$ cat src/design/rir_pkg.sv
// Shared types, constants and helper functions for the rational image rescaler.
// Used by the controller, the datapath, the line RAM and the top level.
package rir_pkg;

  localparam int CHANNEL_BITS       = 8;
  localparam int SUM_BITS           = CHANNEL_BITS + 6;
  localparam int NUM_CH             = 3;
  localparam int MAX_SOURCE_COLUMNS = 1024;
  localparam int MAX_FACTOR         = 8;
  localparam int ROW_LIMIT          = 4096;
  localparam int SPAN               = MAX_SOURCE_COLUMNS * MAX_FACTOR;
  localparam int SPAN_AW            = $clog2(SPAN);
  localparam int SLOT_AW            = $clog2(MAX_FACTOR);
  localparam int LINE_WIDTH         = NUM_CH * SUM_BITS;
  localparam int CFG_IDX_BITS       = 2;
  localparam int CFG_DATA_BITS      = 13;
  localparam int RECIP_D_BITS       = 20;
  localparam int RECIP_D_SHIFT      = 19;
  localparam int RECIP_DD_BITS      = 21;
  localparam int RECIP_DD_SHIFT     = 20;
  localparam logic [2:0] DIV_STEPS  = 3'd6;

  typedef enum logic [CFG_IDX_BITS-1:0] {
    CFG_UP_FACTOR      = 2'd0,
    CFG_DOWN_FACTOR    = 2'd1,
    CFG_SOURCE_COLUMNS = 2'd2,
    CFG_SOURCE_ROWS    = 2'd3
  } cfg_idx_e;

  typedef enum logic [2:0] {
    DIV_ROWS_OUT = 3'd0,
    DIV_COLS_OUT = 3'd1,
    DIV_R0       = 3'd2,
    DIV_REND     = 3'd3,
    DIV_C0       = 3'd4,
    DIV_CEND     = 3'd5
  } div_sel_e;

  typedef struct packed {
    logic [CHANNEL_BITS-1:0] in_red;
    logic [CHANNEL_BITS-1:0] in_green;
    logic [CHANNEL_BITS-1:0] in_blue;
  } in_pixel_t;

  typedef struct packed {
    logic [7:0]  out_red;
    logic [7:0]  out_green;
    logic [7:0]  out_blue;
    logic [14:0] out_row;
    logic [12:0] out_column;
    logic        last_of_run;
  } out_pixel_t;

  typedef struct packed {
    logic     clear;
    logic     accept;
    logic     div_issue;
    logic     div_store;
    div_sel_e div_sel;
    logic     base;
    logic     pt0;
    logic     next_row;
    logic     pt1;
    logic     pt2;
    logic     emit;
    logic     finish;
  } rir_cmd_t;

  typedef struct packed {
    logic clear_last;
    logic row_ok;
    logic col_ok;
    logic emits;
    logic out_free;
    logic pend_valid;
  } rir_stat_t;

  function automatic logic [3:0] eff_factor(input logic [3:0] f);
    logic [3:0] r;
    if (f == 4'd0) r = 4'd1;
    else if (f > 4'(MAX_FACTOR)) r = 4'(MAX_FACTOR);
    else r = f;
    return r;
  endfunction

  // ceil(2^19 / d): exact quotient for dividends below 2^16
  function automatic logic [RECIP_D_BITS-1:0] recip_d(input logic [3:0] d);
    logic [RECIP_D_BITS-1:0] r;
    unique case (d)
      4'd2:    r = 20'd262144;
      4'd3:    r = 20'd174763;
      4'd4:    r = 20'd131072;
      4'd5:    r = 20'd104858;
      4'd6:    r = 20'd87382;
      4'd7:    r = 20'd74899;
      4'd8:    r = 20'd65536;
      default: r = 20'd524288;
    endcase
    return r;
  endfunction

  // ceil(2^20 / d^2): exact quotient for dividends below 2^14
  function automatic logic [RECIP_DD_BITS-1:0] recip_dd(input logic [3:0] d);
    logic [RECIP_DD_BITS-1:0] r;
    unique case (d)
      4'd2:    r = 21'd262144;
      4'd3:    r = 21'd116509;
      4'd4:    r = 21'd65536;
      4'd5:    r = 21'd41944;
      4'd6:    r = 21'd29128;
      4'd7:    r = 21'd21400;
      4'd8:    r = 21'd16384;
      default: r = 21'd1048576;
    endcase
    return r;
  endfunction

endpackage

$ cat src/design/rir_dp.sv
// Datapath of the rescaler: configuration registers, source position,
// reciprocal dividers, box sums and the result registers. Depends on rir_pkg.
module rir_dp import rir_pkg::*; (
  input  logic                     clk_i,
  input  logic                     rst_ni,
  input  logic                     cfg_valid_i,
  input  logic [CFG_IDX_BITS-1:0]  cfg_index_i,
  input  logic [CFG_DATA_BITS-1:0] cfg_data_i,
  input  in_pixel_t                in_data_i,
  output out_pixel_t               out_data_o,
  output logic                     out_valid_o,
  input  logic                     out_ready_i,
  input  rir_cmd_t                 cmd_i,
  output rir_stat_t                stat_o,
  output logic                     ram_we_o,
  output logic [SPAN_AW-1:0]       ram_waddr_o,
  output logic [LINE_WIDTH-1:0]    ram_wdata_o,
  output logic [SPAN_AW-1:0]       ram_raddr_o,
  input  logic [LINE_WIDTH-1:0]    ram_rdata_i
);

  // configuration and position
  logic [3:0]  up_q, down_q;
  logic [10:0] cols_q;
  logic [12:0] rows_q;
  logic [11:0] row_cnt_q;
  logic [9:0]  col_cnt_q;
  logic [3:0]  u_eff, d_eff;
  logic [10:0] cols_eff;
  logic [12:0] rows_eff;

  // per-request context
  in_pixel_t   pix_q;
  logic [3:0]  u_q, d_q;
  logic [15:0] rows_u_q;
  logic [13:0] cols_u_q;
  logic [14:0] rtop_q, rbot;
  logic [12:0] ctop_q, cbot;

  // divider
  logic [15:0] div_op;
  logic [35:0] div_prod;
  logic [15:0] div_res_q;
  div_sel_e    div_tag_q;
  logic [15:0] rows_out_q;
  logic [13:0] cols_out_q;
  logic [14:0] r0_q, rend_q;
  logic [12:0] c0_q, cend_q;

  // point loop
  logic [15:0] r_q, rd_q, rd_end, rlo, rhi, wr_full, rtop16, rbot16;
  logic [13:0] c_q, cd_q, c0d_q, cd_end, clo, chi, wc_full, ctop14, cbot14;
  logic [6:0]  w_q;
  logic [SLOT_AW-1:0] k_q;
  logic [15:0] k_full;
  logic        cs_q, cgo_q, rs_q, rgo_q, emits_q;
  logic [LINE_WIDTH-1:0] colsum_q [MAX_FACTOR];
  logic [LINE_WIDTH-1:0] t_vec, t2_vec, sum_q;
  logic [12:0] res_col_q;
  logic [7:0]  q_q [NUM_CH];
  logic [7:0]  q_d [NUM_CH];
  logic [CHANNEL_BITS-1:0] pix_ch [NUM_CH];

  // results
  out_pixel_t  pend_q, out_q, new_res;
  logic        pend_valid_q, out_valid_q, out_free, push;
  logic [SPAN_AW-1:0] clr_addr_q;

  assign u_eff    = eff_factor(up_q);
  assign d_eff    = eff_factor(down_q);
  assign cols_eff = (cols_q == 11'd0) ? 11'd1 :
                    (cols_q > 11'(MAX_SOURCE_COLUMNS)) ? 11'(MAX_SOURCE_COLUMNS) : cols_q;
  assign rows_eff = (rows_q == 13'd0) ? 13'd1 :
                    (rows_q > 13'(ROW_LIMIT)) ? 13'(ROW_LIMIT) : rows_q;

  assign rbot   = rtop_q + {11'd0, u_q} - 15'd1;
  assign cbot   = ctop_q + {9'd0, u_q} - 13'd1;
  assign rtop16 = {1'b0, rtop_q};
  assign rbot16 = {1'b0, rbot};
  assign ctop14 = {1'b0, ctop_q};
  assign cbot14 = {1'b0, cbot};

  always_comb begin
    unique case (cmd_i.div_sel)
      DIV_ROWS_OUT: div_op = rows_u_q;
      DIV_COLS_OUT: div_op = {2'd0, cols_u_q};
      DIV_R0:       div_op = {1'b0, rtop_q};
      DIV_REND:     div_op = {1'b0, rbot};
      DIV_C0:       div_op = {3'd0, ctop_q};
      DIV_CEND:     div_op = {3'd0, cbot};
      default:      div_op = 16'd0;
    endcase
  end
  assign div_prod = {20'd0, div_op} * {16'd0, recip_d(d_q)};

  // overlap of the target box with this pixel's upsampled block
  assign rd_end  = rd_q + {12'd0, d_q} - 16'd1;
  assign rlo     = (rd_q > rtop16) ? rd_q : rtop16;
  assign rhi     = (rd_end < rbot16) ? rd_end : rbot16;
  assign wr_full = rhi - rlo + 16'd1;
  assign cd_end  = cd_q + {10'd0, d_q} - 14'd1;
  assign clo     = (cd_q > ctop14) ? cd_q : ctop14;
  assign chi     = (cd_end < cbot14) ? cd_end : cbot14;
  assign wc_full = chi - clo + 14'd1;
  assign k_full  = r_q - {1'b0, r0_q};

  assign pix_ch[0] = pix_q.in_red;
  assign pix_ch[1] = pix_q.in_green;
  assign pix_ch[2] = pix_q.in_blue;

  always_comb begin
    logic [14:0] prod;
    logic [SUM_BITS-1:0] t, t2;
    for (int ch = 0; ch < NUM_CH; ch++) begin
      prod = {8'd0, w_q} * {7'd0, pix_ch[ch]};
      t  = prod[SUM_BITS-1:0]
         + (cs_q ? colsum_q[k_q][ch*SUM_BITS +: SUM_BITS] : {SUM_BITS{1'b0}});
      t2 = t + (rs_q ? ram_rdata_i[ch*SUM_BITS +: SUM_BITS] : {SUM_BITS{1'b0}});
      t_vec[ch*SUM_BITS +: SUM_BITS]  = t;
      t2_vec[ch*SUM_BITS +: SUM_BITS] = t2;
    end
  end

  always_comb begin
    logic [34:0] qp;
    logic [13:0] qv;
    for (int ch = 0; ch < NUM_CH; ch++) begin
      qp = {21'd0, sum_q[ch*SUM_BITS +: SUM_BITS]} * {14'd0, recip_dd(d_q)};
      qv = qp[33:20];
      q_d[ch] = (qv > 14'd255) ? 8'hFF : qv[7:0];
    end
  end

  assign new_res = '{out_red: q_q[0], out_green: q_q[1], out_blue: q_q[2],
                     out_row: r_q[14:0], out_column: res_col_q, last_of_run: 1'b0};

  assign out_free = !out_valid_q || out_ready_i;
  assign push     = (cmd_i.emit || cmd_i.finish) && pend_valid_q;

  assign ram_we_o    = cmd_i.clear || (cmd_i.pt1 && !cgo_q && rgo_q);
  assign ram_waddr_o = cmd_i.clear ? clr_addr_q : c_q[SPAN_AW-1:0];
  assign ram_wdata_o = cmd_i.clear ? {LINE_WIDTH{1'b0}} : t2_vec;
  assign ram_raddr_o = c_q[SPAN_AW-1:0];

  assign stat_o.clear_last = (clr_addr_q == SPAN_AW'(SPAN - 1));
  assign stat_o.row_ok     = (r_q <= {1'b0, rend_q}) && (r_q < rows_out_q);
  assign stat_o.col_ok     = (c_q <= {1'b0, cend_q}) && (c_q < cols_out_q);
  assign stat_o.emits      = emits_q;
  assign stat_o.out_free   = out_free;
  assign stat_o.pend_valid = pend_valid_q;

  assign out_data_o  = out_q;
  assign out_valid_o = out_valid_q;

  // control state
  always_ff @(posedge clk_i or negedge rst_ni) begin
    if (!rst_ni) begin
      up_q         <= 4'd1;
      down_q       <= 4'd1;
      cols_q       <= 11'd1;
      rows_q       <= 13'd1;
      row_cnt_q    <= 12'd0;
      col_cnt_q    <= 10'd0;
      clr_addr_q   <= '0;
      pend_valid_q <= 1'b0;
      out_valid_q  <= 1'b0;
      for (int i = 0; i < MAX_FACTOR; i++) colsum_q[i] <= '0;
    end else begin
      if (cfg_valid_i) begin
        unique case (cfg_idx_e'(cfg_index_i))
          CFG_UP_FACTOR:      up_q   <= cfg_data_i[3:0];
          CFG_DOWN_FACTOR:    down_q <= cfg_data_i[3:0];
          CFG_SOURCE_COLUMNS: cols_q <= cfg_data_i[10:0];
          CFG_SOURCE_ROWS:    rows_q <= cfg_data_i;
        endcase
      end
      if (cmd_i.clear) clr_addr_q <= clr_addr_q + SPAN_AW'(1);
      if (cmd_i.pt1 && cgo_q) colsum_q[k_q] <= t_vec;
      if (push) out_valid_q <= 1'b1;
      else if (out_ready_i) out_valid_q <= 1'b0;
      if (cmd_i.emit) pend_valid_q <= 1'b1;
      else if (cmd_i.finish) pend_valid_q <= 1'b0;
      if (cmd_i.finish) begin
        // advance to the next source pixel, wrap at row and frame end
        if ({1'b0, col_cnt_q} + 11'd1 >= cols_eff) begin
          col_cnt_q <= 10'd0;
          if ({1'b0, row_cnt_q} + 13'd1 >= rows_eff) row_cnt_q <= 12'd0;
          else row_cnt_q <= row_cnt_q + 12'd1;
        end else begin
          col_cnt_q <= col_cnt_q + 10'd1;
        end
      end
    end
  end

  // payload
  always_ff @(posedge clk_i) begin
    if (cmd_i.accept) begin
      pix_q    <= in_data_i;
      u_q      <= u_eff;
      d_q      <= d_eff;
      rows_u_q <= {3'd0, rows_eff} * {12'd0, u_eff};
      cols_u_q <= {3'd0, cols_eff} * {10'd0, u_eff};
      rtop_q   <= {3'd0, row_cnt_q} * {11'd0, u_eff};
      ctop_q   <= {3'd0, col_cnt_q} * {9'd0, u_eff};
    end
    if (cmd_i.div_issue) begin
      div_res_q <= div_prod[34:19];
      div_tag_q <= cmd_i.div_sel;
    end
    if (cmd_i.div_store) begin
      unique case (div_tag_q)
        DIV_ROWS_OUT: rows_out_q <= div_res_q;
        DIV_COLS_OUT: cols_out_q <= div_res_q[13:0];
        DIV_R0:       r0_q       <= div_res_q[14:0];
        DIV_REND:     rend_q     <= div_res_q[14:0];
        DIV_C0:       c0_q       <= div_res_q[12:0];
        DIV_CEND:     cend_q     <= div_res_q[12:0];
        default:      ;
      endcase
    end
    if (cmd_i.base) begin
      r_q   <= {1'b0, r0_q};
      rd_q  <= 16'({1'b0, r0_q} * {12'd0, d_q});
      c_q   <= {1'b0, c0_q};
      cd_q  <= 14'({1'b0, c0_q} * {10'd0, d_q});
      c0d_q <= 14'({1'b0, c0_q} * {10'd0, d_q});
    end
    if (cmd_i.next_row) begin
      r_q  <= r_q + 16'd1;
      rd_q <= rd_q + {12'd0, d_q};
      c_q  <= {1'b0, c0_q};
      cd_q <= c0d_q;
    end
    if (cmd_i.pt0) begin
      w_q     <= {3'd0, wr_full[3:0]} * {3'd0, wc_full[3:0]};
      k_q     <= k_full[SLOT_AW-1:0];
      cs_q    <= cd_q < ctop14;
      cgo_q   <= cd_end > cbot14;
      rs_q    <= rd_q < rtop16;
      rgo_q   <= rd_end > rbot16;
      emits_q <= !(cd_end > cbot14) && !(rd_end > rbot16);
    end
    if (cmd_i.pt1) begin
      sum_q     <= t2_vec;
      res_col_q <= c_q[12:0];
      c_q       <= c_q + 14'd1;
      cd_q      <= cd_q + {10'd0, d_q};
    end
    if (cmd_i.pt2) begin
      for (int ch = 0; ch < NUM_CH; ch++) q_q[ch] <= q_d[ch];
    end
    if (cmd_i.emit) pend_q <= new_res;
    if (push) begin
      out_q             <= pend_q;
      out_q.last_of_run <= cmd_i.finish;
    end
  end

endmodule

$ cat config.mk
export PLATFORM = sky130hd
export DESIGN_NAME = rir_dp
export DESIGN_NICKNAME = d
export VERILOG_FILES = /design/src/design/rir_pkg.sv /design/src/design/rir_dp.sv
export SDC_FILE = /design/constraint.sdc
export NUM_CORES = 2
export LEC_CHECK = 0
export BUFFER_PORTS_ARGS = -buffer_cell sky130_fd_sc_hd__buf_2
export CORE_UTILIZATION = 40
export CTS_CLUSTER_SIZE = 28
export DETAILED_ROUTE_END_ITERATION = 10
export PLACE_DENSITY_LB_ADDON = 0.12
export SLEW_MARGIN = 20
export SYNTH_ARGS = -nofsm -noshare
export SYNTH_HDL_FRONTEND = slang
export SYNTH_SLANG_ARGS = --single-unit
$ cat constraint.sdc
create_clock -name clk_i -period 9.5 [get_ports clk_i]
set_input_delay 2.85 -clock clk_i [delete_from_list [all_inputs] [get_ports clk_i]]
set_output_delay 2.85 -clock clk_i [all_outputs]
set_load 0.02 [all_outputs]
==> summary.txt <==
Clock tree
  – Total number of clock tree sinks: 873
  – Clock Root Buffer: sky130_fd_sc_hd__clkbuf_16
  – Buffer levels on the longest clock path: 3
  – TritonCTS Buffers: 106
  – # hold bufs at CTS: 0
  – Clock insertion delay at the later pin of the skew report: 0.81 ns
  – CTS tree: yes
  – H-tree lvl count: 3
  – CTS clk-pin slew, worst paths: 0.06 ns

Synthesis
  – Count of mapped cells out of synthesis: 8801
  – Mapped Nets: 10813
  – Share of flip-flops with an asynchronous set or reset after synthesis: 46.4%
  – Yosys top cell by area: sky130_fd_sc_hd__fa_1
  – Cell types with the largest area share after synthesis: sky130_fd_sc_hd__fa_1 (23%), sky130_fd_sc_hd__edfxtp_1 (16%), sky130_fd_sc_hd__ha_1 (13%)
  – Sequential cell area fraction in the yosys report: 27.8%
  – Fraction of post-synthesis cell area in the top cell type by area: 22.5%
  – Number of enable flip-flop cells after synthesis: 468
  – Ys flop type: sky130_fd_sc_hd__edfxtp_1
  – Cell variety after synth: 92
  – Seq cells post-synth: 873
  – Number of warnings printed during yosys synthesis: 0
  – Total standard cell area after synthesis: 87000 µm²
  – Post-Syn Area per Cell: 9.88 µm²

Critical path
  – Delay of the slowest cell on the worst path: 0.57 ns
  – Endpoint required time on the critical path: 6.65 ns
  – Classification of the worst setup path: reg -> out
  – Startpoint of the most critical register-to-register path: rtop_q[1]$_DFFE_PP_
  – Highest-delay cell along the critical path: sky130_fd_sc_hd__fa_1
  – Crit path max fanout: 8
  – Worst Setup Start Kind: flip-flop
  – Cells on worst reg2reg path: 37
  – Worst setup EP type: output port
  – Worst reg2reg endpoint: div_res_q[13]$_DFFE_PP_
  – Timing endpoint of the critical path: ram_wdata_o[13]
  – Worst endpoint data arrival time: 7.12 ns
  – Most Frequent Cell on Critical Path: sky130_fd_sc_hd__buf_4
  – Critical Path Source: k_q[1]$_DFFE_PP_
  – Reg2reg setup slack: 0.33 ns

Timing
  – Slack of the critical path: -0.469 ns
  – Part of the cycle the worst path needs: 105%
  – Worst clock skew on the final layout: 0.0902 ns
  – Setup TNS: -4.26 ns
  – RSZ-0062 raised after global routing: yes
  – Final count of hold timing violations: 0
  – Relative slew slack: 33.4%
  – Pin slew with the least headroom to its limit: 0.998 ns
  – Final-report max-slew violation count: 0
  – Min Tclk post-route: 9.97 ns
  – # setup viols final: 15
  – Maximum achievable frequency: 0.100 GHz

Global route
  – Via count of the first global-routing pass: 65997
  – Aggregate global routing overflow: 0
  – First-pass GRT wire length: 411000 µm
  – GRT Util Overall: 25.0%
  – Antenna violations before repair: 14
  – Largest net degree at the start of global routing: 144

Floorplan
  – Die outline height: 468 µm
  – I/O Pins: 228
  – Total core area: 215000 µm²
  – Die Outline Area: 219000 µm²
  – Die width: 468 µm
  – Initial Util: 40.4%
  – Floorplan row count: 170

Job
  – Max-cap viol count: 0

Layout
  – Net count of the finished layout: 11432
  – Most common cell after layout, fill and taps aside: sky130_fd_sc_hd__inv_1
  – Commonest cells after routing, fill and taps aside: sky130_fd_sc_hd__inv_1 (1528), sky130_fd_sc_hd__fa_1 (971), sky130_fd_sc_hd__nand2_1 (961)
  – Share of layout cells above drive strength 1: 16.0%
  – Finished Core Util: 47.2%
  – Synthesis-to-finish area growth: 16.8%

Detailed routing
  – Pre-antenna DRT Iters: 7
  – Number of routed nets with antenna violations: 0
  – Iteration-0 DRC Markers: 3933
  – DRC: 0
  – WL final: 271000 µm
  – Total via count in the routed design: 63647
  – Average wire length per cell after detail routing: 21.9 µm
  – Detailed-route vias per instance: 5.14

Hold path
  – Min-Delay Path Class: reg -> reg

Outcome
  – Status: finished, violations left
  – Violations in the final reports: setup timing

Placed design
  – Worst slack at placement: -0.949 ns
  – Detail Placement HPWL: 213000 µm
  – RD Place Congestion: 0.958
  – Number of buffer cells added on primary ports: 227
==> metrics by stage <==
step	cells	cell area [µm²]	hold WS, ns
after floorplan	8801	87100	0.400
after detailed placement	12038	94700	0.405
after CTS	12319	100000	0.395
final	12372	102000	0.403
after global placement	12038	94700	0.400
after global routing	12371	102000	0.408
==> Yosys cell counts (all sizes together) (8+ instances only) <==
cell,count
inv,1563
fa,978
nand2,974
ha,935
edfxtp,468
and2,453
o21ai,409
dfrtp,401
clkbuf,327
nor2,306
xnor2,241
a21oi,230
mux2,128
and3,116
a22oi,114
xor2,112
a21o,108
nor2b,105
nand3,76
nor3,75
a31oi,50
o21bai,49
nand4,45
nand2b,43
buf,41
mux2i,41
o21a,41
a221oi,36
a22o,36
or3,32
a211oi,26
nor4,18
o31ai,18
a41o,16
or2,16
and4,13
a21boi,11
nor3b,11
o211ai,10
o22ai,10
nand3b,8
o221ai,8
o41ai,8
==> state kept, by name, summed over array words and instances, names as in the netlist, 24 cells and up <==
signal	cells
colsum_q	336
out_data_o	53
pend_q	52
pix_ch	24
q_q	24
sum_q	42
==> area by class of cell <==
type | instances | area [µm²]
fillers | 20481 | 114000
multi-input cells | 5995 | 57300
flip-flops and latches | 873 | 24200
repair buffers | 879 | 6740
inverters | 1565 | 5910
well taps | 2838 | 3550
clock buffers | 140 | 2980
clock inverters | 56 | 810
diodes | 26 | 65.1
==> worst min path at each step <==
stage | startpoint | to | slack, ns | cells after the start
after floorplan | pend_q[10]$_DFFE_PP_ | out_data_o[10]$_DFFE_PP_ | 0.40 | 0
after global placement | res_col_q[8]$_DFFE_PP_ | pend_q[9]$_DFFE_PP_ | 0.40 | 0
after detailed placement | pend_q[11]$_DFFE_PP_ | out_data_o[11]$_DFFE_PP_ | 0.40 | 0
after CTS | pend_q[9]$_DFFE_PP_ | out_data_o[9]$_DFFE_PP_ | 0.39 | 0
after global routing | pend_q[9]$_DFFE_PP_ | out_data_o[9]$_DFFE_PP_ | 0.41 | 0
final | pend_q[9]$_DFFE_PP_ | out_data_o[9]$_DFFE_PP_ | 0.40 | 0
==> critical path, delay by kind of cell, from the launching register on <==
family,cells,cell delay [ns]
adder cells (fa/ha/maj),5,2.16
buffers and inverters,9,1.31
XOR/XNOR,2,0.35
AND/OR/NAND/NOR,3,0.53
AO/OA/AOI/OAI,9,1.45
flip-flops,1,0.52
==> timing repair <==
| item | in CTS | in global routing |
|---|---|---|
| pin swaps | 119 | 89 |
| setup endpoints to repair | 33 | 33 |
| gates resized for setup | 258 | 175 |
| setup buffers | 85 | 31 |
| gates cloned | 4 | 0 |
==> routing by layer <==
metal	vias up	track usage [%]	wire (µm)
li1	29890	-	-
met1	32008	35.7	127000
met2	1443	39.5	122000
met3	304	2.95	12300
met4	2	8.01	9150
met5	-	0	9
==> cells by family (layout without fill, tap and decap cells) <==
family / count (synthesis) / count (layout) / share of synthesized area [%]
fa+ha+maj: 1913 / 1913 / 36.0
simple gates: 2322 / 2322 / 13.0
buf+inv: 1933 / 2640 / 8.42
flops: 873 / 873 / 27.8
xor+xnor: 353 / 353 / 3.55
other cells: 0 / 26 / 0
compound gates: 1237 / 1237 / 9.11
mux: 170 / 170 / 2.15
Power is not shown: default switching activity piles up to over one toggle a cycle in this logic, so the estimate is an artifact.
