File: config.mk
export PLATFORM = sky130hd
export DESIGN_NAME = rir_ctrl
export DESIGN_NICKNAME = d
export VERILOG_FILES = /design/src/design/rir_pkg.sv /design/src/design/rir_ctrl.sv
export SDC_FILE = /design/constraint.sdc
export NUM_CORES = 1
export LEC_CHECK = 0
export ABC_AREA = 1
export BUFFER_PORTS_ARGS = -buffer_cell sky130_fd_sc_hd__buf_2
export CORE_MARGIN = 4
export CORE_UTILIZATION = 51
export CTS_BUF_LIST = sky130_fd_sc_hd__clkbuf_16
export DETAILED_ROUTE_END_ITERATION = 10
export PLACE_DENSITY = 0.83
export SYNTH_ARGS = -nofsm -noshare
export SYNTH_HDL_FRONTEND = slang
export SYNTH_SLANG_ARGS = --single-unit
File: constraint.sdc
create_clock -name clk_i -period 1.6 [get_ports clk_i]
set_input_delay 0.24 -clock clk_i [delete_from_list [all_inputs] [get_ports clk_i]]
set_output_delay 0.24 -clock clk_i [all_outputs]
set_load 0.02 [all_outputs]
File: src/design/rir_pkg.sv
// Shared types, constants and helper functions for the rational image rescaler.
// Used by the controller, the datapath, the line RAM and the top level.
package rir_pkg;

  localparam int CHANNEL_BITS       = 8;
  localparam int SUM_BITS           = CHANNEL_BITS + 6;
  localparam int NUM_CH             = 3;
  localparam int MAX_SOURCE_COLUMNS = 1024;
  localparam int MAX_FACTOR         = 8;
  localparam int ROW_LIMIT          = 4096;
  localparam int SPAN               = MAX_SOURCE_COLUMNS * MAX_FACTOR;
  localparam int SPAN_AW            = $clog2(SPAN);
  localparam int SLOT_AW            = $clog2(MAX_FACTOR);
  localparam int LINE_WIDTH         = NUM_CH * SUM_BITS;
  localparam int CFG_IDX_BITS       = 2;
  localparam int CFG_DATA_BITS      = 13;
  localparam int RECIP_D_BITS       = 20;
  localparam int RECIP_D_SHIFT      = 19;
  localparam int RECIP_DD_BITS      = 21;
  localparam int RECIP_DD_SHIFT     = 20;
  localparam logic [2:0] DIV_STEPS  = 3'd6;

  typedef enum logic [CFG_IDX_BITS-1:0] {
    CFG_UP_FACTOR      = 2'd0,
    CFG_DOWN_FACTOR    = 2'd1,
    CFG_SOURCE_COLUMNS = 2'd2,
    CFG_SOURCE_ROWS    = 2'd3
  } cfg_idx_e;

  typedef enum logic [2:0] {
    DIV_ROWS_OUT = 3'd0,
    DIV_COLS_OUT = 3'd1,
    DIV_R0       = 3'd2,
    DIV_REND     = 3'd3,
    DIV_C0       = 3'd4,
    DIV_CEND     = 3'd5
  } div_sel_e;

  typedef struct packed {
    logic [CHANNEL_BITS-1:0] in_red;
    logic [CHANNEL_BITS-1:0] in_green;
    logic [CHANNEL_BITS-1:0] in_blue;
  } in_pixel_t;

  typedef struct packed {
    logic [7:0]  out_red;
    logic [7:0]  out_green;
    logic [7:0]  out_blue;
    logic [14:0] out_row;
    logic [12:0] out_column;
    logic        last_of_run;
  } out_pixel_t;

  typedef struct packed {
    logic     clear;
    logic     accept;
    logic     div_issue;
    logic     div_store;
    div_sel_e div_sel;
    logic     base;
    logic     pt0;
    logic     next_row;
    logic     pt1;
    logic     pt2;
    logic     emit;
    logic     finish;
  } rir_cmd_t;

  typedef struct packed {
    logic clear_last;
    logic row_ok;
    logic col_ok;
    logic emits;
    logic out_free;
    logic pend_valid;
  } rir_stat_t;

  function automatic logic [3:0] eff_factor(input logic [3:0] f);
    logic [3:0] r;
    if (f == 4'd0) r = 4'd1;
    else if (f > 4'(MAX_FACTOR)) r = 4'(MAX_FACTOR);
    else r = f;
    return r;
  endfunction

  // ceil(2^19 / d): exact quotient for dividends below 2^16
  function automatic logic [RECIP_D_BITS-1:0] recip_d(input logic [3:0] d);
    logic [RECIP_D_BITS-1:0] r;
    unique case (d)
      4'd2:    r = 20'd262144;
      4'd3:    r = 20'd174763;
      4'd4:    r = 20'd131072;
      4'd5:    r = 20'd104858;
      4'd6:    r = 20'd87382;
      4'd7:    r = 20'd74899;
      4'd8:    r = 20'd65536;
      default: r = 20'd524288;
    endcase
    return r;
  endfunction

  // ceil(2^20 / d^2): exact quotient for dividends below 2^14
  function automatic logic [RECIP_DD_BITS-1:0] recip_dd(input logic [3:0] d);
    logic [RECIP_DD_BITS-1:0] r;
    unique case (d)
      4'd2:    r = 21'd262144;
      4'd3:    r = 21'd116509;
      4'd4:    r = 21'd65536;
      4'd5:    r = 21'd41944;
      4'd6:    r = 21'd29128;
      4'd7:    r = 21'd21400;
      4'd8:    r = 21'd16384;
      default: r = 21'd1048576;
    endcase
    return r;
  endfunction

endpackage

File: src/design/rir_ctrl.sv
// Sequencer for the rescaler: clearing pass, per-request divide sequence,
// target point loop and result hand-off. Depends on rir_pkg.
module rir_ctrl import rir_pkg::*; (
  input  logic      clk_i,
  input  logic      rst_ni,
  input  logic      in_valid_i,
  output logic      in_ready_o,
  input  rir_stat_t stat_i,
  output rir_cmd_t  cmd_o
);

  typedef enum logic [8:0] {
    ST_CLEAR = 9'b000000001,
    ST_IDLE  = 9'b000000010,
    ST_DIV   = 9'b000000100,
    ST_BASE  = 9'b000001000,
    ST_PT0   = 9'b000010000,
    ST_PT1   = 9'b000100000,
    ST_PT2   = 9'b001000000,
    ST_EMIT  = 9'b010000000,
    ST_DONE  = 9'b100000000
  } ctrl_state_e;

  ctrl_state_e state_q, state_d;
  logic [2:0]  div_cnt_q, div_cnt_d;
  logic        slot_ok;

  assign slot_ok = !stat_i.pend_valid || stat_i.out_free;

  always_comb begin
    state_d   = state_q;
    div_cnt_d = div_cnt_q;
    cmd_o     = '0;
    cmd_o.div_sel = div_sel_e'(div_cnt_q);
    in_ready_o = 1'b0;
    unique case (state_q)
      ST_CLEAR: begin
        cmd_o.clear = 1'b1;
        if (stat_i.clear_last) state_d = ST_IDLE;
      end
      ST_IDLE: begin
        in_ready_o = 1'b1;
        if (in_valid_i) begin
          cmd_o.accept = 1'b1;
          div_cnt_d    = 3'd0;
          state_d      = ST_DIV;
        end
      end
      ST_DIV: begin
        // issue one divide a cycle, store the previous one's quotient
        cmd_o.div_issue = (div_cnt_q != DIV_STEPS);
        cmd_o.div_store = (div_cnt_q != 3'd0);
        div_cnt_d = div_cnt_q + 3'd1;
        if (div_cnt_q == DIV_STEPS) state_d = ST_BASE;
      end
      ST_BASE: begin
        cmd_o.base = 1'b1;
        state_d    = ST_PT0;
      end
      ST_PT0: begin
        if (!stat_i.row_ok) begin
          state_d = ST_DONE;
        end else if (!stat_i.col_ok) begin
          cmd_o.next_row = 1'b1;
        end else begin
          cmd_o.pt0 = 1'b1;
          state_d   = ST_PT1;
        end
      end
      ST_PT1: begin
        cmd_o.pt1 = 1'b1;
        state_d   = stat_i.emits ? ST_PT2 : ST_PT0;
      end
      ST_PT2: begin
        cmd_o.pt2 = 1'b1;
        state_d   = ST_EMIT;
      end
      ST_EMIT: begin
        if (slot_ok) begin
          cmd_o.emit = 1'b1;
          state_d    = ST_PT0;
        end
      end
      ST_DONE: begin
        if (slot_ok) begin
          cmd_o.finish = 1'b1;
          state_d      = ST_IDLE;
        end
      end
      default: state_d = ST_IDLE;
    endcase
  end

  always_ff @(posedge clk_i or negedge rst_ni) begin
    if (!rst_ni) begin
      state_q   <= ST_CLEAR;
      div_cnt_q <= 3'd0;
    end else begin
      state_q   <= state_d;
      div_cnt_q <= div_cnt_d;
    end
  end

endmodule

==> run summary, run 1 <==
The run stopped with a tool error. The flow stopped in global routing. The tool reported: "[ERROR DPL-0038] Utilization greater than 100%, impossible to legalize". Counting every instance in the synthesized netlist gives 143.

The number of nets produced by synthesis is 155. The synthesized design contains 0 enable-type register cells. Buffer cell driving the clock tree root: sky130_fd_sc_hd__clkbuf_16. The synthesized design contains 12 register bits. After floorplanning, the core was divided into 15 placement rows.

The clock net in this run drives a total of 12 sinks. The die outline height is 52.0 um, and the number of buffers on the longest clock path is 2. The die is 52.0 um wide. The synthesized netlist contains 24 unique library cells. The area of the mapped netlist was 986 sq um.

The H-tree level count is 1, and the number of clock buffers inserted by TritonCTS is 3. The post-synthesis async set-or-reset flop share was 1.00; the part of the Yosys area used for sequential elements was 0.306. The synthesis warning total is 0, and the mean area per synthesized cell is 6.89 sq um. The total I/O pin count was 24.

The number of placed instances, taps included is 193. The initial cell density of the core was 0.553. The most used flip-flop cell after synthesis is sky130_fd_sc_hd__dfrtp_1. Buffers placed on the I/O ports in this run total 23. The largest net degree at the start of global routing is 13, and the HPWL after detailed placement is 1.93 mm. The type of the worst endpoint after the last repair was a top-level output.

The routability-driven placement congestion ratio was 0.849. When the last timing repair stopped, the worst path ended at cmd_o[10].
Yosys cell counts (2+ instances only):
master | number | share of area
sky130_fd_sc_hd__nor3_1 | 5 | 0.025
sky130_fd_sc_hd__nand4_1 | 4 | 0.025
sky130_fd_sc_hd__nand3_1 | 11 | 0.056
sky130_fd_sc_hd__inv_1 | 26 | 0.099
sky130_fd_sc_hd__nor2_2 | 4 | 0.025
sky130_fd_sc_hd__inv_2 | 5 | 0.019
sky130_fd_sc_hd__nor3_2 | 2 | 0.020
sky130_fd_sc_hd__dfrtp_1 | 11 | 0.28
sky130_fd_sc_hd__nor2_4 | 3 | 0.034
sky130_fd_sc_hd__ha_1 | 3 | 0.038
sky130_fd_sc_hd__o21ai_0 | 4 | 0.020
sky130_fd_sc_hd__nand3_2 | 7 | 0.071
sky130_fd_sc_hd__nand2_1 | 23 | 0.088
sky130_fd_sc_hd__nand2_2 | 3 | 0.019
sky130_fd_sc_hd__nor2_1 | 23 | 0.088
logic make-up after synthesis:
group,Yosys count,synth area share
AND/OR/NAND/NOR,86,0.463
AO/OA/AOI/OAI,8,0.0482
buffers and inverters,33,0.136
flip-flops,12,0.306
XOR/XNOR,1,0.00888
adder cells (fa/ha/maj),3,0.0381
per-stage QoR:
stage               worst slack [ns]  area (sq um)
CTS                          -0.0896          1440
detailed placement            0.0521          1160
global placement              0.0360          1160
floorplan                     0.0462           990
what timing repair did:
item,in CTS
hold buffers,1
pin swaps,13
gates resized for setup,28
buffers inserted,14
setup endpoints to repair,12
cloned,0
endpoints found under the hold margin,11
==> inputs of run 2 (changes only) <==
--- a/config.mk
+++ b/config.mk
@@ -7,11 +7,10 @@
 export LEC_CHECK = 0
 export ABC_AREA = 1
 export BUFFER_PORTS_ARGS = -buffer_cell sky130_fd_sc_hd__buf_2
-export CORE_MARGIN = 4
-export CORE_UTILIZATION = 51
-export CTS_BUF_LIST = sky130_fd_sc_hd__clkbuf_16
+export CORE_AREA = 4 4 65 67
 export DETAILED_ROUTE_END_ITERATION = 10
-export PLACE_DENSITY = 0.83
+export DIE_AREA = 0 0 69 71
+export PLACE_DENSITY_LB_ADDON = 0.15
 export SYNTH_ARGS = -nofsm -noshare
 export SYNTH_HDL_FRONTEND = slang
 export SYNTH_SLANG_ARGS = --single-unit
==> run 2 against run 1 <==
  * The flow now finishes, with violations (negative setup slack)
  * Area after synthesis did not move
  * Synthesized cell count did not move
==> run summary, run 2 <==
The first-iteration detailed-routing DRC count is 44. The largest area contributor in the synthesized netlist was sky130_fd_sc_hd__dfrtp_1 (unchanged). The final reports fail on negative setup slack. The tools report the total routing resource utilization after global routing as 0.122. In the final layout, the registers with the most flip-flops are state_q: 9 flops, div_cnt_q: 3 flops. Counting both buffers and inverters, the worst setup path holds a total of 2.

Dividing the detail-routed via count by the number of cells gives 4.48. The logs give 0.306 (unchanged) for the part of the Yosys area used for sequential elements and 1.43 ns for the worst path arrival time. The most instantiated library cell after synthesis was sky130_fd_sc_hd__inv_1 (unchanged). For this run, the detailed router's first-pass iteration total came to 4. Walking the worst path, the cells encountered are nor2_2, nand2_4, nor3_4, inv_2, a21oi_2, buf_4. Compared with the post-synthesis result, the final layout area differs by 62.8%. For the largest clock skew in the final design, the log shows 0.000854 ns. In the layout the commonest cells are 26 x sky130_fd_sc_hd__buf_4, 21 x sky130_fd_sc_hd__inv_1, 18 x sky130_fd_sc_hd__nand2_1.

The run gives 12 (unchanged) as the total number of clock tree sinks. The most common cell after layout, fill and taps aside was sky130_fd_sc_hd__buf_4. Setup repair after global routing could not meet its margin everywhere. The tools report the buffer cell driving the clock tree root as sky130_fd_sc_hd__clkbuf_8 (was sky130_fd_sc_hd__clkbuf_16). The flip-flop count of the largest register, all copies and words added is 9.

The number of clock buffers inserted by TritonCTS is 3 (unchanged). The hold violation count in the final report is 0. The power per cell area works out to 1380 mW/mm^2. List of most frequent post-synthesis cells: 26 x sky130_fd_sc_hd__inv_1, 23 x sky130_fd_sc_hd__nand2_1, 23 x sky130_fd_sc_hd__nor2_1 (unchanged). The tools report the total negative slack as -0.334 ns. The share of layout cells above drive strength 1 came out at 0.533. The number of port buffers came out at 23 (unchanged). The number of synthesized flops with an enable pin is 0 (unchanged), and the average detailed-routed wire length per instance is 11.9 um. H-tree level count: 1 (unchanged).

The total chip power was 2210 uW. The logs give 1,132 for the via count of the first global-routing pass and 2.91 mm for the wire length reported by the detailed router. The tools report the total I/O pin count as 24 (unchanged).

The logs give 218 (was 193) for the number of placed instances, taps included and 2.05 mm (was 1.93 mm) for the HPWL after detailed placement. Required time of the critical path: 1.36 ns. The die outline width was 69 um (was 52.0 um); the number of nets produced by synthesis was 155 (unchanged).

The number of nets in the layout came out at 210. The worst hold path class is in2reg. The area of the mapped netlist came out at 986 sq um (unchanged). The routed layout has 1,098 vias.

The initial antenna violation count was 0; the total global routing overflow was 0. The upper clock frequency limit is 0.598 GHz, and the peak per-stage delay on the critical path is 0.43 ns. In this run the static leakage power is 0.000873 uW. TritonCTS built the clock tree. Startpoint type of the worst setup path: a register.

The count of state elements after synthesis came out at 12 (unchanged). The mean area per synthesized cell works out to 6.89 sq um (unchanged). The cell area reported after detailed placement was 0.00119 sq mm (was 0.00116 sq mm); the total of endpoints with negative setup slack in the final report was 9.

Clock latency on the worst-skew pair, taken at its later pin, is 0.24 ns. The clock-pin slew reported for the worst setup and hold paths after clock tree synthesis is 0.05 ns. The run gives 0.00161 sq mm as the post-route standard cell area excluding fillers. For the number of cell rows, the log shows 22 (was 15).

The flow ran to the end, but the final reports show violations. The register with the most flip-flops in the final layout is state_q. The initial cell density of the core was 0.271 (was 0.553). The critical path is of the reg2out type. The run gives -0.0710 ns as the final worst setup slack. The largest individual stage delay along the critical path comes from the cell sky130_fd_sc_hd__dfrtp_1.

The synthesis warning total is 0 (unchanged), and the final critical-path share of the clock period is 1.04. The number of slew-limit violations in the final report is 0. The maximum vdd drop is 0.642 mV, and the routability-driven placement congestion ratio is 0.803 (was 0.849). Along the worst path, the maximum fanout reaches 4. For the core footprint, the log shows 0.00363 sq mm. The capturing element type of the critical path was a primary output. The largest net degree at the start of global routing is 13, and the post-synthesis async set-or-reset flop share is 1.00 (unchanged). Most area-consuming cells after synthesis: sky130_fd_sc_hd__dfrtp_1 28%, sky130_fd_sc_hd__inv_1 9.9%, sky130_fd_sc_hd__nand2_1 8.8% (unchanged). The wire length of the first global-routing pass came out at 4.86 mm. The number of antenna diodes in the final layout is 0.

The combined area of the multi-input logic cells was 662 sq um; the worst max-slew margin expressed relative to the limit was 0.736. Number of instances in the synthesized netlist: 143 (unchanged). The final critical delay including setup and external delays is 1.67 ns, and the number of design rule violations left after detail routing is 0. Once detail routing completed, the nets flagged for antenna violations numbered 0. The prevailing post-synth register cell was sky130_fd_sc_hd__dfrtp_1 (unchanged). The share of the synthesized area in the top cell type was 0.279 (unchanged); the max-capacitance violation count was 0.

The transition time at the pin with the least slew margin is 0.394 ns. Die outline height: 71 um (was 52.0 um). Across the whole layout, storage elements account for 304 sq um.

The count of cells in the finished layout, fillers not included, comes to 245. The number of distinct standard cells referenced by the synthesized netlist was 24 (unchanged); the number of fill cells was 369. The number of buffers on the longest clock path is 2 (unchanged), and the area enclosed by the die boundary is 0.00490 sq mm. Broken down by cell family, the worst path's largest delay share belongs to simple AND/OR/NAND/NOR gates.
[run 2: tightest hold or removal path: cells and delay by family]
kind / cells / cell delay [ns]
and+or+nand+nor: 1 / 0.04
buffers and inverters: 2 / 0.17
[run 2: final timing paths]
kind,start,endpoint,slack (ns),cells past startpoint
setup / recovery,state_q[5]$_DFFE_PN0P_,cmd_o[10],-0.07,6
hold / removal,stat_i[2],state_q[6]$_DFFE_PN0P_,0.24,3
setup reg to reg,state_q[5]$_DFFE_PN0P_,state_q[8]$_DFFE_PN0P_,0.02,10
hold reg to reg,div_cnt_q[1]$_DFFE_PN0P_,div_cnt_q[1]$_DFFE_PN0P_,0.62,2
max in group asynchronous,rst_ni,state_q[0]$_DFFE_PN1P_,0.92,2
min in group asynchronous,rst_ni,div_cnt_q[2]$_DFFE_PN0P_,0.41,2
[run 2: cells by family (layout without fill, tap and decap cells)]
group                      Yosys count  count (layout)  synth area share
xor gates and xnor gates             1               1           0.00888
buffers and inverters               33              87             0.136
AOI/OAI and AO/OA                    8               8            0.0482
and+or+nand+nor                     86              86             0.463
adders and majority gates            3               3            0.0381
DFF                                 12              12             0.306
[run 2: per-stage QoR]
step | setup WS (ns) | util | hold WS [ns]
finish | -0.0710 | 0.442 | 0.242
global route | -0.155 | 0.442 | 0.258
CTS | -0.0884 | 0.403 | 0.227
detailed placement | 0.0595 | 0.328 | 0.138
global placement | 0.0557 | 0.328 | 0.142
floorplan | 0.0462 | - | -0.0556
[run 2: cell type report]
class                           instances  share of cell area
Clock buffer                            4              0.0281
Inverter                               32              0.0795
Multi-Input combinational cell         98               0.412
Sequential cell                        12               0.189
Tap cell                               48              0.0374
Timing Repair Buffer                   51               0.253
[run 2: power by group]
group	internal, uW	switching [uW]
Clock	175	107
Sequential	380	85.5
Combinational	628	839
Total	1180	1030
[run 2: repair_timing]
item / in CTS / in global routing
buffers inserted: 16 / 7
endpoints found under the hold margin: 11 / 0
hold buffers: 1 / 0
pin swaps: 11 / 14
resized for setup: 28 / 33
setup endpoints to repair: 12 / 17
[run 2: per-layer routing]
metal  track usage  part of all wire  vias up
li1              -                 -      550
met1         0.133              0.43      508
met2         0.216              0.50       30
met3        0.0213             0.041       10
met4        0.0803             0.026        0
met5             0                 0        -
Power figures use the tool's default switching activity.
==> inputs of run 3 (changes only) <==
--- a/config.mk
+++ b/config.mk
@@ -10,6 +10,7 @@
 export CORE_AREA = 4 4 65 67
 export DETAILED_ROUTE_END_ITERATION = 10
 export DIE_AREA = 0 0 69 71
+export GPL_TIMING_DRIVEN = 1
 export PLACE_DENSITY_LB_ADDON = 0.15
 export SYNTH_ARGS = -nofsm -noshare
 export SYNTH_HDL_FRONTEND = slang
==> constraint.sdc (replaced) <==
create_clock -name clk_i -period 1.6 [get_ports clk_i]
set_input_delay 0.32 -clock clk_i [delete_from_list [all_inputs] [get_ports clk_i]]
set_output_delay 0.32 -clock clk_i [all_outputs]
set_load 0.02 [all_outputs]
==> run 3 against run 2 <==
  * The run still ends with negative setup slack left
  * Die area unchanged
  * Clock power about the same
  * Wire length increased by 4.4%
  * First-iteration DRC count increased by 9.1%
  * Largest power group unchanged
==> run summary, run 3 (synthesis gave the netlist of run 2 again) <==
Cell count of the worst hold path: 3 (unchanged). The logs give 13 (unchanged) for the largest net degree at the start of global routing and 24 (unchanged) for the total I/O pin count. The number of port buffers was 23 (unchanged).

The clock-pin slew reported for the worst setup and hold paths after clock tree synthesis was 0.05 ns (about the same); the growth of design area from synthesis to finish was 72.6% (was 62.8%). Leakage power: 0.000904 uW (was 0.000873 uW). The routability-driven placement congestion ratio was 0.865 (was 0.803). The first-iteration detailed-routing DRC count was 48 (was 44). Total routing resource utilization after global routing: 0.122 (about the same). The logic depth of the worst register-to-register path came out at 10 (unchanged). Die outline height: 71 um (unchanged). The average detailed-routed wire length per instance was 12.0 um (was 11.9 um). The H-tree level count was 1 (unchanged). The run gives 0.00505 ns (was 0.000854 ns) as the largest clock skew in the final design. The sink of the worst hold path is state_q[6]$_DFFE_PN0P_ (unchanged).

Failing checks: negative setup slack (unchanged). The die outline width is 69 um (unchanged), and the total chip power is 2440 uW (was 2210 uW). The upper clock frequency limit is 0.577 GHz (was 0.598 GHz). Capturing element type of the critical path: a primary output (unchanged). Register bank with the most flops: state_q (unchanged). Largest fanout of any net on the critical path: 5 (was 4).

HPWL after detailed placement: 2.23 mm (was 2.05 mm). The total of endpoints with negative setup slack in the final report came out at 11 (was 9). The run finished, with violations left.

The logs give 22 (unchanged) for the number of cell rows and 0 (unchanged) for the initial antenna violation count. For the post-route antenna net violation count, the log shows 0 (unchanged). Highest-count cells in the layout ignoring fill and taps: 32 x sky130_fd_sc_hd__buf_4, 20 x sky130_fd_sc_hd__inv_1, 16 x sky130_fd_sc_hd__nand2_1 (was 26 x sky130_fd_sc_hd__buf_4, 21 x sky130_fd_sc_hd__inv_1, 18 x sky130_fd_sc_hd__nand2_1). The wire length of the first global-routing pass was 4.84 mm (was 4.86 mm); the area enclosed by the die boundary was 0.00490 sq mm (unchanged). The tools report the number of buffers on the longest clock path as 2 (unchanged).

TritonCTS built the clock tree. The number of slew-limit violations in the final report came out at 0 (unchanged). The startpoint type of the worst setup path is a register (unchanged). The type of the worst setup path is reg2out (unchanged). The final core area utilization came out at 0.468 (was 0.442).

Setup repair after global routing could not meet its margin everywhere. The tools report the total global routing overflow as 0 (unchanged). The transition time at the pin with the least slew margin was 0.362 ns (was 0.394 ns); the clock network latency to the later pin of the worst-skew pair was 0.24 ns (about the same). For the total number of vias, the log shows 1,123 (was 1,098). Largest registers: state_q: 9 flops, div_cnt_q: 3 flops (unchanged).

The run gives 0 (unchanged) as the number of diodes added for antenna fixing. Power per cell area: 1430 mW/mm^2 (was 1380 mW/mm^2). The cell area reported after detailed placement is 0.00124 sq mm (was 0.00119 sq mm), and the number of clock buffers inserted by TritonCTS is 3 (unchanged). The initial cell density of the core is 0.271 (unchanged), and the via density per instance is 4.46 (was 4.48). For the via count of the first global-routing pass, the log shows 1,134 (was 1,132). For the worst path arrival time, the log shows 1.41 ns (was 1.43 ns). The most common cell after layout, fill and taps aside was sky130_fd_sc_hd__buf_4 (unchanged).

For the final worst setup slack, the log shows -0.135 ns (was -0.0710 ns). For the core footprint, the log shows 0.00363 sq mm (unchanged). Max-capacitance violation count: 0 (unchanged). The run gives 0.714 mV (was 0.642 mV) as the maximum vdd drop. The critical hold path startpoint was stat_i[2] (unchanged).

The number of search-and-repair iterations in the first detailed-routing pass was 4 (unchanged). The logs give 0.00170 sq mm (was 0.00161 sq mm) for the post-route standard cell area excluding fillers and 0.05 ns (was 0.02 ns) for the flop-to-flop setup slack. The number of nets in the layout is 217 (was 210), and the total negative slack is -1.19 ns (was -0.334 ns).

The final critical-path share of the clock period was 1.08 (was 1.04). The tools report the buffer cell driving the clock tree root as sky130_fd_sc_hd__clkbuf_8 (unchanged). The tools report the wire length reported by the detailed router as 3.03 mm (was 2.91 mm).

The start of the worst register-to-register path is state_q[2]$_DFFE_PN0P_ (was state_q[5]$_DFFE_PN0P_). The required time of the critical path is 1.28 ns (was 1.36 ns). The flip-flop count of the largest register, all copies and words added was 9 (unchanged); the worst max-slew margin expressed relative to the limit was 0.758 (was 0.736). The logs give 224 (was 218) for the number of placed instances, taps included and 12 (unchanged) for the total number of clock tree sinks. The final cell count without fillers is 252 (was 245). For the hold violation count in the final report, the log shows 0 (unchanged). Number of design rule violations left after detail routing: 0 (unchanged). For the number of fill cells, the log shows 381 (was 369). The final critical delay including setup and external delays was 1.73 ns (was 1.67 ns). The destination of the worst register-to-register timing path was state_q[8]$_DFFE_PN0P_ (unchanged).

Worst hold path class: in2reg (unchanged). The share of layout cells above drive strength 1 was 0.588 (was 0.533).
[run 3: critical path: stages (launching register included)]
cell and delay (ns):
sky130_fd_sc_hd__dfrtp_1 0.42, sky130_fd_sc_hd__inv_4 0.12, sky130_fd_sc_hd__buf_6 0.13, sky130_fd_sc_hd__nand3_2 0.06
sky130_fd_sc_hd__nor2_2 0.12, sky130_fd_sc_hd__nand2_2 0.08, sky130_fd_sc_hd__nor2_2 0.12, sky130_fd_sc_hd__buf_6 0.12
[run 3: worst max path at each step]
stage                                       from                endpoint  slack, ns  cells after the start
after floorplan           state_q[8]$_DFFE_PN0P_               cmd_o[10]       0.03                      6
after global placement    state_q[8]$_DFFE_PN0P_  state_q[8]$_DFFE_PN0P_       0.06                     11
after detailed placement  state_q[8]$_DFFE_PN0P_                cmd_o[1]       0.07                      7
after CTS                 state_q[3]$_DFFE_PN0P_                cmd_o[5]      -0.16                      6
after global routing      state_q[1]$_DFFE_PN0P_                cmd_o[0]      -0.23                      6
final                     state_q[8]$_DFFE_PN0P_                cmd_o[1]      -0.13                      7
[run 3: metal layers]
metal	vias to the layer above	part of all wire	wire (um)	global-route usage
met1	526	0.42	1270	0.131
met3	5	0.042	126	0.0256
li1	566	-	-	-
met2	26	0.52	1590	0.226
met4	0	0.016	48	0.0586
met5	-	0	0	0
[run 3: what timing repair did]
item	in CTS	in global routing
resized for setup	25	45
buffers inserted	9	15
setup endpoints to repair	12	16
pin swaps	8	23
endpoints found under the hold margin	11	0
hold buffers	1	0
[run 3: final cells by class]
class                   instances  area [sq um]  share of cell area
clock buffers                   4          45.0              0.0265
inverters                      32           128              0.0750
multi-input cells              98           706               0.415
flip-flops and latches         12           307               0.180
well taps                      48          60.1              0.0353
repair buffers                 58           457               0.268
[run 3: per-stage QoR]
stage,setup WS [ns],hold WS (ns)
CTS,-0.165,0.294
detailed placement,0.0673,0.220
floorplan,0.0270,0.0244
global placement,0.0595,0.218
finish,-0.135,0.298
global route,-0.232,0.328
[run 3: power by group]
group / internal [uW] / switching, uW / total [uW]
Clock: 175 / 104 / 279
Combinational: 770 / 928 / 1700
Sequential: 380 / 82.5 / 463
Total: 1320 / 1120 / 2440
==> inputs of run 4 (changes only) <==
--- a/config.mk
+++ b/config.mk
@@ -7,9 +7,10 @@
 export LEC_CHECK = 0
 export ABC_AREA = 1
 export BUFFER_PORTS_ARGS = -buffer_cell sky130_fd_sc_hd__buf_2
-export CORE_AREA = 4 4 65 67
+export CORE_AREA = 2 2 63 65
+export CTS_CLUSTER_DIAMETER = 200
 export DETAILED_ROUTE_END_ITERATION = 10
-export DIE_AREA = 0 0 69 71
+export DIE_AREA = 0 0 65 67
 export GPL_TIMING_DRIVEN = 1
 export PLACE_DENSITY_LB_ADDON = 0.15
 export SYNTH_ARGS = -nofsm -noshare
==> run 4 against run 3 <==
  * The run still ends with negative setup slack left
  * Count of clock-buffer cells in the layout did not move
  * Worst setup slack got worse by 0.045 ns
  * Die area fell by 11%
  * Power rose by 5.3%
  * Sequential power rose by 1%
  * Highest routed layer unchanged
==> run summary, run 4 (synthesis gave the netlist of run 2 again) <==
The run finished, with violations left. Failing checks: negative setup slack (unchanged). Total routing resource utilization after global routing: 0.151 (was 0.122).

The post-route antenna net violation count was 0 (unchanged). TritonCTS built the clock tree. The worst hold path class was in2reg (unchanged).

Startpoint type of the worst setup path: a register (unchanged). The transition time at the pin with the least slew margin came out at 0.601 ns (was 0.362 ns). The power per cell area was 1450 mW/mm^2 (was 1430 mW/mm^2). The run gives 1.28 ns (about the same) as the required time of the critical path.

The total negative slack is -1.55 ns (was -1.19 ns). The total I/O pin count was 24 (unchanged); the cell area reported after detailed placement was 0.00122 sq mm (was 0.00124 sq mm). The core footprint is 0.00361 sq mm (was 0.00363 sq mm). The largest net degree at the start of global routing was 13 (unchanged). The largest clock skew in the final design was 0.00123 ns (was 0.00505 ns).

The number of search-and-repair iterations in the first detailed-routing pass came out at 4 (unchanged). The logic depth of the worst register-to-register path was 11 (was 10); the leakage power was 0.000944 uW (was 0.000904 uW). Wire length of the first global-routing pass: 4.97 mm (was 4.84 mm). The maximum vdd drop came out at 0.758 mV (was 0.714 mV).

The growth of design area from synthesis to finish is 79.2% (was 72.6%). The final critical-path share of the clock period came out at 1.11 (was 1.08). The type of the worst setup path is reg2out (unchanged). The via count of the first global-routing pass is 1,115 (was 1,134), and the share of layout cells above drive strength 1 is 0.568 (was 0.588). For the area enclosed by the die boundary, the log shows 0.00436 sq mm (was 0.00490 sq mm). Number of design rule violations left after detail routing: 0 (unchanged). For the hold violation count in the final report, the log shows 0 (unchanged). Highest-count cells in the layout ignoring fill and taps: 33 x sky130_fd_sc_hd__buf_4, 22 x sky130_fd_sc_hd__inv_1, 18 x sky130_fd_sc_hd__nand2_1 (was 32 x sky130_fd_sc_hd__buf_4, 20 x sky130_fd_sc_hd__inv_1, 16 x sky130_fd_sc_hd__nand2_1). The tools report the final hold slack as 0.292 ns (was 0.298 ns). The clock-pin slew reported for the worst setup and hold paths after clock tree synthesis was 0.05 ns (about the same).

The logs give 0.273 (was 0.271) for the initial cell density of the core and 2.09 mm (was 2.23 mm) for the HPWL after detailed placement. Setup repair after global routing could not meet its margin everywhere. The capturing element type of the critical path is a primary output (unchanged). The upper clock frequency limit was 0.562 GHz (was 0.577 GHz).

The total number of vias was 1,144 (was 1,123). The tools report the final worst setup slack as -0.180 ns (was -0.135 ns). Most common cell after layout, fill and taps aside: sky130_fd_sc_hd__buf_4 (unchanged). The total global routing overflow was 0 (unchanged).

The largest fanout of any net on the critical path works out to 4 (was 5). The initial antenna violation count was 0 (unchanged); the worst path arrival time was 1.46 ns (was 1.41 ns). First-iteration detailed-routing DRC count: 14 (was 48). The worst-case setup slack after placement was 0.0179 ns (was 0.0673 ns).

The max-capacitance violation count is 0 (unchanged), and the H-tree level count is 1 (unchanged). The die outline width is 65 um (was 69 um). The register bank with the most flops is state_q (unchanged).

The post-route standard cell area excluding fillers was 0.00177 sq mm (was 0.00170 sq mm). The number of slew-limit violations in the final report is 0 (unchanged), and the cell count of the worst hold path is 3 (unchanged). The number of diodes added for antenna fixing was 0 (unchanged).

The logs give 3 (unchanged) for the number of clock buffers inserted by TritonCTS and 219 (was 217) for the number of nets in the layout. Number of port buffers: 23 (unchanged). The routability-driven placement congestion ratio was 0.822 (was 0.865); the total number of clock tree sinks was 12 (unchanged). Largest registers: state_q: 9 flops, div_cnt_q: 3 flops (unchanged). The number of cell rows was 22 (unchanged). The via density per instance came out at 4.50 (was 4.46). The buffer cell driving the clock tree root is sky130_fd_sc_hd__clkbuf_8 (unchanged).

The number of buffers on the longest clock path was 2 (unchanged). For the total of endpoints with negative setup slack in the final report, the log shows 13 (was 11). The die outline height is 67 um (was 71 um), and the wire length reported by the detailed router is 3.14 mm (was 3.03 mm). The worst max-slew margin expressed relative to the limit came out at 0.598 (was 0.758).

Flip-flop count of the largest register, all copies and words added: 9 (unchanged). The final critical delay including setup and external delays is 1.78 ns (was 1.73 ns). The run gives 0.24 ns (about the same) as the clock network latency to the later pin of the worst-skew pair.

The average detailed-routed wire length per instance was 12.4 um (was 12.0 um).
run 4: path summary, 6_finish.rpt:
check                                  startpoint                  endpoint  slack (ns)
setup reg to reg           state_q[2]$_DFFE_PN0P_    state_q[1]$_DFFE_PN0P_       -0.02
hold reg to reg            state_q[7]$_DFFE_PN0P_    state_q[7]$_DFFE_PN0P_        0.60
min in group asynchronous                  rst_ni  div_cnt_q[0]$_DFFE_PN0P_        0.49
setup / recovery           state_q[6]$_DFFE_PN0P_                 cmd_o[10]       -0.18
max in group asynchronous                  rst_ni    state_q[0]$_DFFE_PN1P_        0.83
hold / removal                          stat_i[2]    state_q[6]$_DFFE_PN0P_        0.29
run 4: through the flow:
step / instances / total power [uW] / util
after floorplan: 143 / 1250 / -
after global placement: 221 / 1530 / 0.338
after detailed placement: 221 / 1540 / 0.338
after CTS: 245 / 2230 / 0.427
after global routing: 254 / 2760 / 0.490
final: 254 / 2570 / 0.490
run 4: final cells by class:
cell class                 count  area, sq um
inverter                      32          135
fill                         356         1840
clock buffer                   4         55.1
timing repair buffer          60          490
sequential                    12          304
multi-input combinational     98          722
tap                           48         60.1
run 4: what timing repair did:
action / 4_1_cts / 5_1_grt
pin swaps: 9 / 16
endpoints found under the hold margin: 11 / 0
setup buffers: 19 / 10
hold buffers: 1 / 0
resized for setup: 34 / 42
setup endpoints to repair: 12 / 18
run 4: metal layers:
layer / track usage / vias up / routed length, um
met2: 0.278 / 18 / 1660
met4: 0.0638 / 0 / 68
met5: 0 / - / 0
met3: 0.0169 / 7 / 101
met1: 0.175 / 551 / 1310
li1: - / 568 / -
run 4: worst max-delay path, stage by stage, from the launching register on:
cell,delay (ns)
sky130_fd_sc_hd__dfrtp_1,0.41
sky130_fd_sc_hd__nor2_2,0.16
sky130_fd_sc_hd__nand2_4,0.10
sky130_fd_sc_hd__nor3_4,0.23
sky130_fd_sc_hd__inv_2,0.06
sky130_fd_sc_hd__a21oi_2,0.10
sky130_fd_sc_hd__buf_4,0.15
run 4: power breakdown:
group	total, uW	internal, uW	switching [uW]
logic	1760	810	953
clock network	338	218	120
registers	469	381	87.7
